$ cat config.mk
export PLATFORM = sky130hd
export DESIGN_NAME = hbue_ucode_seq
export DESIGN_NICKNAME = d
export VERILOG_FILES = /design/src/hbue_pkg.sv /design/src/hbue_ucode_seq.sv
export SDC_FILE = /design/constraint.sdc
export NUM_CORES = 1
export LEC_CHECK = 0
export ABC_AREA = 1
export BUFFER_PORTS_ARGS = -buffer_cell sky130_fd_sc_hd__buf_2
export CAP_MARGIN = 20
export CORE_MARGIN = 1
export CORE_UTILIZATION = 40
export CTS_BUF_LIST = sky130_fd_sc_hd__clkbuf_4 sky130_fd_sc_hd__clkbuf_8
export DETAILED_ROUTE_END_ITERATION = 16
export MAX_ROUTING_LAYER = met4
export PLACE_DENSITY = 0.67
export SLEW_MARGIN = 20
export SYNTH_ARGS = -nofsm -noshare
export SYNTH_HDL_FRONTEND = slang
export SYNTH_SLANG_ARGS = --single-unit
$ cat constraint.sdc
create_clock -name i_clk -period 2.7 [get_ports i_clk]
set_clock_uncertainty 0.05 [all_clocks]
set_input_delay 0.135 -clock i_clk [delete_from_list [all_inputs] [get_ports i_clk]]
set_output_delay 0.135 -clock i_clk [all_outputs]
set_load 0.02 [all_outputs]
$ cat src/hbue_pkg.sv
// Shared constants, control-word types and the microcode program of the histogram core.
package hbue_pkg;

    localparam int NUM_BINS = 256;
    localparam int IDX_W    = $clog2(NUM_BINS);
    localparam int CNT_W    = $clog2(NUM_BINS + 1);
    localparam int DATA_W   = 32;
    localparam int REP_W    = 8;   // reported index width
    localparam int WIN_W    = 9;   // bins_in_use register width
    localparam int CFG_IDX_W = 8;

    // Configuration register indexes
    localparam logic [CFG_IDX_W-1:0] REG_WINDOW_START = CFG_IDX_W'(0);
    localparam logic [CFG_IDX_W-1:0] REG_BINS_IN_USE  = CFG_IDX_W'(1);

    localparam logic [WIN_W-1:0] BINS_IN_USE_RST = WIN_W'(256);

    // Program steps
    typedef logic [2:0] t_step;
    localparam t_step STEP_IDLE      = 3'd0;
    localparam t_step STEP_CHECK     = 3'd1;
    localparam t_step STEP_WRITE     = 3'd2;
    localparam t_step STEP_SCAN_INIT = 3'd3;
    localparam t_step STEP_SCAN      = 3'd4;
    localparam t_step STEP_DRAIN     = 3'd5;
    localparam t_step STEP_EMIT      = 3'd6;

    // Jump conditions
    typedef enum logic [2:0] {
        COND_NONE,
        COND_NO_IN,
        COND_REJECT,
        COND_NO_BINS,
        COND_SCAN_MORE,
        COND_OUT_BUSY
    } t_cond;

    typedef struct packed {
        logic  ld_in;
        logic  rd_bin;
        logic  wr_bin;
        logic  scan_clr;
        logic  scan_rd;
        logic  emit;
        t_cond cond;
        t_step target;
        logic  restart;   // fall-through returns to the idle step
    } t_ucode;

    typedef struct packed {
        logic in_valid;
        logic reject;
        logic no_bins;
        logic scan_more;
        logic out_busy;
    } t_status;

    localparam t_ucode UC_NOP = '{ld_in: 1'b0, rd_bin: 1'b0, wr_bin: 1'b0,
                                  scan_clr: 1'b0, scan_rd: 1'b0, emit: 1'b0,
                                  cond: COND_NONE, target: STEP_IDLE, restart: 1'b0};

    function automatic t_ucode ucode_rom(input t_step step);
        t_ucode w;
        w = UC_NOP;
        case (step)
            STEP_IDLE: begin
                w.ld_in  = 1'b1;
                w.cond   = COND_NO_IN;
                w.target = STEP_IDLE;
            end
            STEP_CHECK: begin
                w.rd_bin = 1'b1;
                w.cond   = COND_REJECT;
                w.target = STEP_SCAN_INIT;
            end
            STEP_WRITE: begin
                w.wr_bin = 1'b1;
            end
            STEP_SCAN_INIT: begin
                w.scan_clr = 1'b1;
                w.cond     = COND_NO_BINS;
                w.target   = STEP_EMIT;
            end
            STEP_SCAN: begin
                w.scan_rd = 1'b1;
                w.cond    = COND_SCAN_MORE;
                w.target  = STEP_SCAN;
            end
            STEP_DRAIN: begin
                w = UC_NOP;
            end
            STEP_EMIT: begin
                w.emit    = 1'b1;
                w.cond    = COND_OUT_BUSY;
                w.target  = STEP_EMIT;
                w.restart = 1'b1;
            end
            default: begin
                w.restart = 1'b1;
            end
        endcase
        return w;
    endfunction

endpackage

$ cat src/hbue_ucode_seq.sv
// Microcode sequencer: step counter, program ROM and conditional jumps.
module hbue_ucode_seq
    import hbue_pkg::*;
(
    input  logic    i_clk,
    input  logic    i_rst_n,
    input  t_status i_status,
    output t_ucode  o_ctrl
);

    t_step  r_pc;
    t_step  n_pc;
    t_ucode word;
    logic   cond_true;

    assign word   = ucode_rom(r_pc);
    assign o_ctrl = word;

    always_comb begin
        case (word.cond)
            COND_NONE:      cond_true = 1'b0;
            COND_NO_IN:     cond_true = !i_status.in_valid;
            COND_REJECT:    cond_true = i_status.reject;
            COND_NO_BINS:   cond_true = i_status.no_bins;
            COND_SCAN_MORE: cond_true = i_status.scan_more;
            COND_OUT_BUSY:  cond_true = i_status.out_busy;
            default:        cond_true = 1'b0;
        endcase
        if (cond_true) begin
            n_pc = word.target;
        end else if (word.restart) begin
            n_pc = STEP_IDLE;
        end else begin
            n_pc = r_pc + 3'd1;
        end
    end

    always_ff @(posedge i_clk) begin
        if (!i_rst_n) begin
            r_pc <= STEP_IDLE;
        end else begin
            r_pc <= n_pc;
        end
    end

endmodule

==> Word level (Yosys, flattened, before mapping) <==
Index checks and enable logic that the tools add are counted.
{ "totals": {"ram_bits": 0, "n_memories": 0, "elab_cells": 27, "romBits": 0, "inputBits": 7, "ff_bits": 3, "latchBits": 0} }
{ "op_classes": {"muxes": 11, "div_mod_pow": 0, "mul": 0, "n_shift": 0, "bitwise_logic": 0, "magnitude_cmp": 0, "n_eq_ne": 11, "reduce_logical": 3, "addsub": 1} }
{ "op_table": {"columns": ["cell", "count"], "rows": [
  ["$pmux 6 s5", 1],
  ["$eq 3x3->1 const B", 5],
  ["$eq 3x2->1 const B", 4],
  ["$mux 1", 7],
  ["$eq 3x1->1 const B", 2],
  ["$mux 3", 2],
  ["$reduce_or 6->1", 1],
  ["$pmux 1 s5", 1],
  ["$add 3x1->3 const B", 1],
  ["$logic_not 3->1", 1],
  ["$logic_not 1->1", 1]
]} }

==> Longest topological paths before layout <==
{ "depth": {"word_depth": 5, "ltp_mapped": 15, "mapped_depth_nobuf": 15} }

==> Worst setup path before layout <==
No wires, ideal clock.
{ "synth_timing": {"kind": "register -> register", "from": "register r_pc[0]", "to": "register r_pc[0]", "setup_slack_ns": 0.440, "path_stages_with_launch": 12, "required_ns": 2.535, "setup_ns": 0.115, "n_path_buf": 0, "arrival_time_ns": 2.095, "cell_sequence": "dfxtp_1 > ha_1 > ha_1 > o21bai_4 > inv_1 > ha_1 > inv_1 > nand2_4 > inv_1 > o21bai_4 > a21oi_1 > nor2_1"} }
{ "synth_lines": {"columns": ["item", "line", "text"], "rows": [
  ["start, declared", "hbue_ucode_seq.sv:11", "t_step r_pc;"],
  ["start signal, assigned", "hbue_ucode_seq.sv:42", "r_pc <= n_pc;"]
]} }

==> results.yml <==
setup_path:
  rr_worst_depth: 14
  r2r_start: "r_pc[0]"
  path_cells: "ha_1, ha_1, o21bai_4, inv_1, ha_1, o21ai_4, o21ai_0, inv_1, buf_2"
  cpMaxStageDelayCell: "dfxtp_1"
  rr_endpoint: "r_pc[0]"
  cp-start-kind: "flip-flop"
  path_class: "flip-flop to output pin"
  r2r_slack_ns: 0.57
  worstPathMaxFanout: 6
  cp.arrival_ns: 2.00
  crit_path_end_kind: "output pin"
  cp_common_cell: "ha_1"
  max_stage_delay_ns: 0.37
  crit_required_ns: 2.52
yosys:
  ys.flop_type: "dfxtp_1"
  synthDistinctLibCells: 19
  synthArstFlopShare_pct: 0
  syn-num-nets: 90
  syn_area_per_cell_um2: 7.00
  synth-seq-area-share_pct: 11.1
  synth_area_leaders: "ha_1 (14%), inv_1 (12%), dfxtp_1 (11%)"
  ys_ff_latch: 3
  yosys_warnings: 0
  synth_edf_count: 0
  syn_area_um2: 539
  yosysTopAreaCell: "ha_1"
  yosysMostFrequentCell: "inv_1"
  ys_top_cells_by_count: "inv_1 (17), nor2_1 (12), nand2_1 (8), ha_1 (6)"
  postSynthCellCount: 77
  synth_top_area_share_pct: 13.9
detailed_routing:
  final_antenna_net_count: 0
  num_vias: 521
  drc: 0
  wl_per_cell_um: 8.88
  first_pass_iters: 2
  via_per_inst: 4.57
  drtIter0Drc: 2
  drt-total-wl_um: 1010
floorplanning:
  core_area_mm2: 0.00117
  die-area_mm2: 0.00150
  die_w_um: 38.7
  die_h_um: 38.7
  ios: 20
  start_util_pct: 46.0
  row_count: 12
pwr:
  power.leakage_nw: 0.456
  ir_worst_vdd_v: 0.000668
  power_density_mw_per_mm2: 1350
  power_mw: 0.917
timing:
  slew_violations: 0
  setup_slack_ns: 0.514
  fin_crit_ns: 2.19
  setup_viol: 0
  relSlewSlack_pct: 82.3
  final_hold_viol_count: 0
  fmax_ghz: 0.457
  tns_ns: 0
  rsz0062_at_grt: "no"
  period_share_pct: 81.0
  tightest_slew_ns: 0.263
placement:
  dpl_cell_area_um2: 648
  dp_hpwl_um: 897
  portBuffers: 19
  pre_cts_ws_ns: 0.552
  gp_congestion: 0.761
clock_tree:
  htree_levels: 1
  cts_root_buffer: "clkbuf_4"
  clock_sinks: 3
  insertion_delay_ns: 0.23
  path_clk_slew_ns: 0.04
  cts_resized: 0
  cts_hold_buf: 0
  ctsLongestPathBuffers: 2
  tritoncts: "built"
  cts_setup_buffers: 0
  numCtsBuffers: 3
final_layout:
  fin_util_pct: 57.9
  area_growth_pct: 25.8
  largest-register: "r_pc"
  drive_above_1_share_pct: 45.0
  fin_area_um2: 678
  nNetsFinal: 114
  antenna_cells: 0
  largest_reg_flops: 3
  reg.largest.list: "r_pc x3"
global_routing:
  grt_pass1_vias: 494
  antenna_found_initial: 0
  grt_usage_pct: 17.6
  grt_pass1_wl_um: 1840
  grt-ovfl-total: 0
  grt_max_degree: 9
worst_hold_path:
  hold_path.class: "input port to flip-flop"
  holdPathEnd: "r_pc[2]"
  whs_path_depth: 3
  hp-start: "i_rst_n"
outcome:
  outcome: "finished clean"
run:
  maxCapViolCount: 0
==> stage by stage <==
step	std cells	hold slack, ns
floorplan	77	0.206
global placement	110	0.345
detailed placement	110	0.346
CTS	114	0.100
global route	114	0.117
finish	114	0.108
==> routing by layer <==
| metal | vias up | wire [um] | track usage [%] |
|---|---|---|---|
| met4 | 0 | 0 | 5.17 |
| li1 | 274 | - | - |
| met1 | 232 | 461 | 20.5 |
| met5 | - | 0 | - |
| met2 | 15 | 497 | 31.3 |
| met3 | 0 | 53 | 2.31 |
==> cells by family after synthesis <==
kind of cell	after synthesis	share of synthesized area, %
AND/OR/NAND/NOR	36	40.1
buffers and inverters	24	19.5
AO/OA/AOI/OAI	8	15.3
adder cells (fa/ha/maj)	6	13.9
flip-flops	3	11.1
==> power by group <==
part           internal [mW]  switching, mW
Sequential            0.0618         0.0161
Combinational          0.275          0.477
Clock                 0.0653         0.0219
==> cell type report <==
type,instances,area (um^2)
Inverter,23,93.8
Timing Repair Buffer,20,103
Fill cell,101,493
Multi-Input combinational cell,50,374
Sequential cell,3,60.1
Tap cell,14,17.5
Clock buffer,4,30.0
==> cells in the final DEF, fill, tap and decap left out <==
cell type,synthesis,final
buf_2,0,19
inv_1,17,17
nor2_1,12,12
nand2_1,8,8
ha_1,6,6
nand2_4,5,5
nand3_1,5,5
inv_2,4,4
clkbuf_4,0,4
nand3_2,3,3
a21oi_1,3,3
dfxtp_1,3,3
o21bai_4,2,2
nand2_2,2,2
inv_4,1,1
o21ai_2,1,1
o21ai_4,1,1
clkinv_4,1,1
o21ai_0,1,1
nand3_4,1,1
buf_4,0,1
==> worst max-delay path: cells and delay by family, from the launching register on <==
| kind | cells | cell delay (ns) |
|---|---|---|
| fa+ha+maj | 3 | 0.64 |
| flops | 1 | 0.37 |
| buf+inv | 3 | 0.34 |
| compound gates | 3 | 0.43 |
==> worst max-delay path by stage <==
| stage | from | endpoint | slack (ns) | depth (start not counted) |
|---|---|---|---|---|
| 2_1_floorplan | r_pc[0] | r_pc[0] | 0.44 | 11 |
| 3_3_place_gp | r_pc[0] | r_pc[1] | 0.59 | 14 |
| 3_5_place_dp | r_pc[0] | r_pc[0] | 0.55 | 14 |
| 4_1_cts | r_pc[0] | o_ctrl[3] | 0.49 | 9 |
| 5_1_grt | r_pc[1] | o_ctrl[3] | 0.31 | 9 |
| 6_report | r_pc[0] | o_ctrl[3] | 0.51 | 9 |
(Power assumes the default switching activity.)
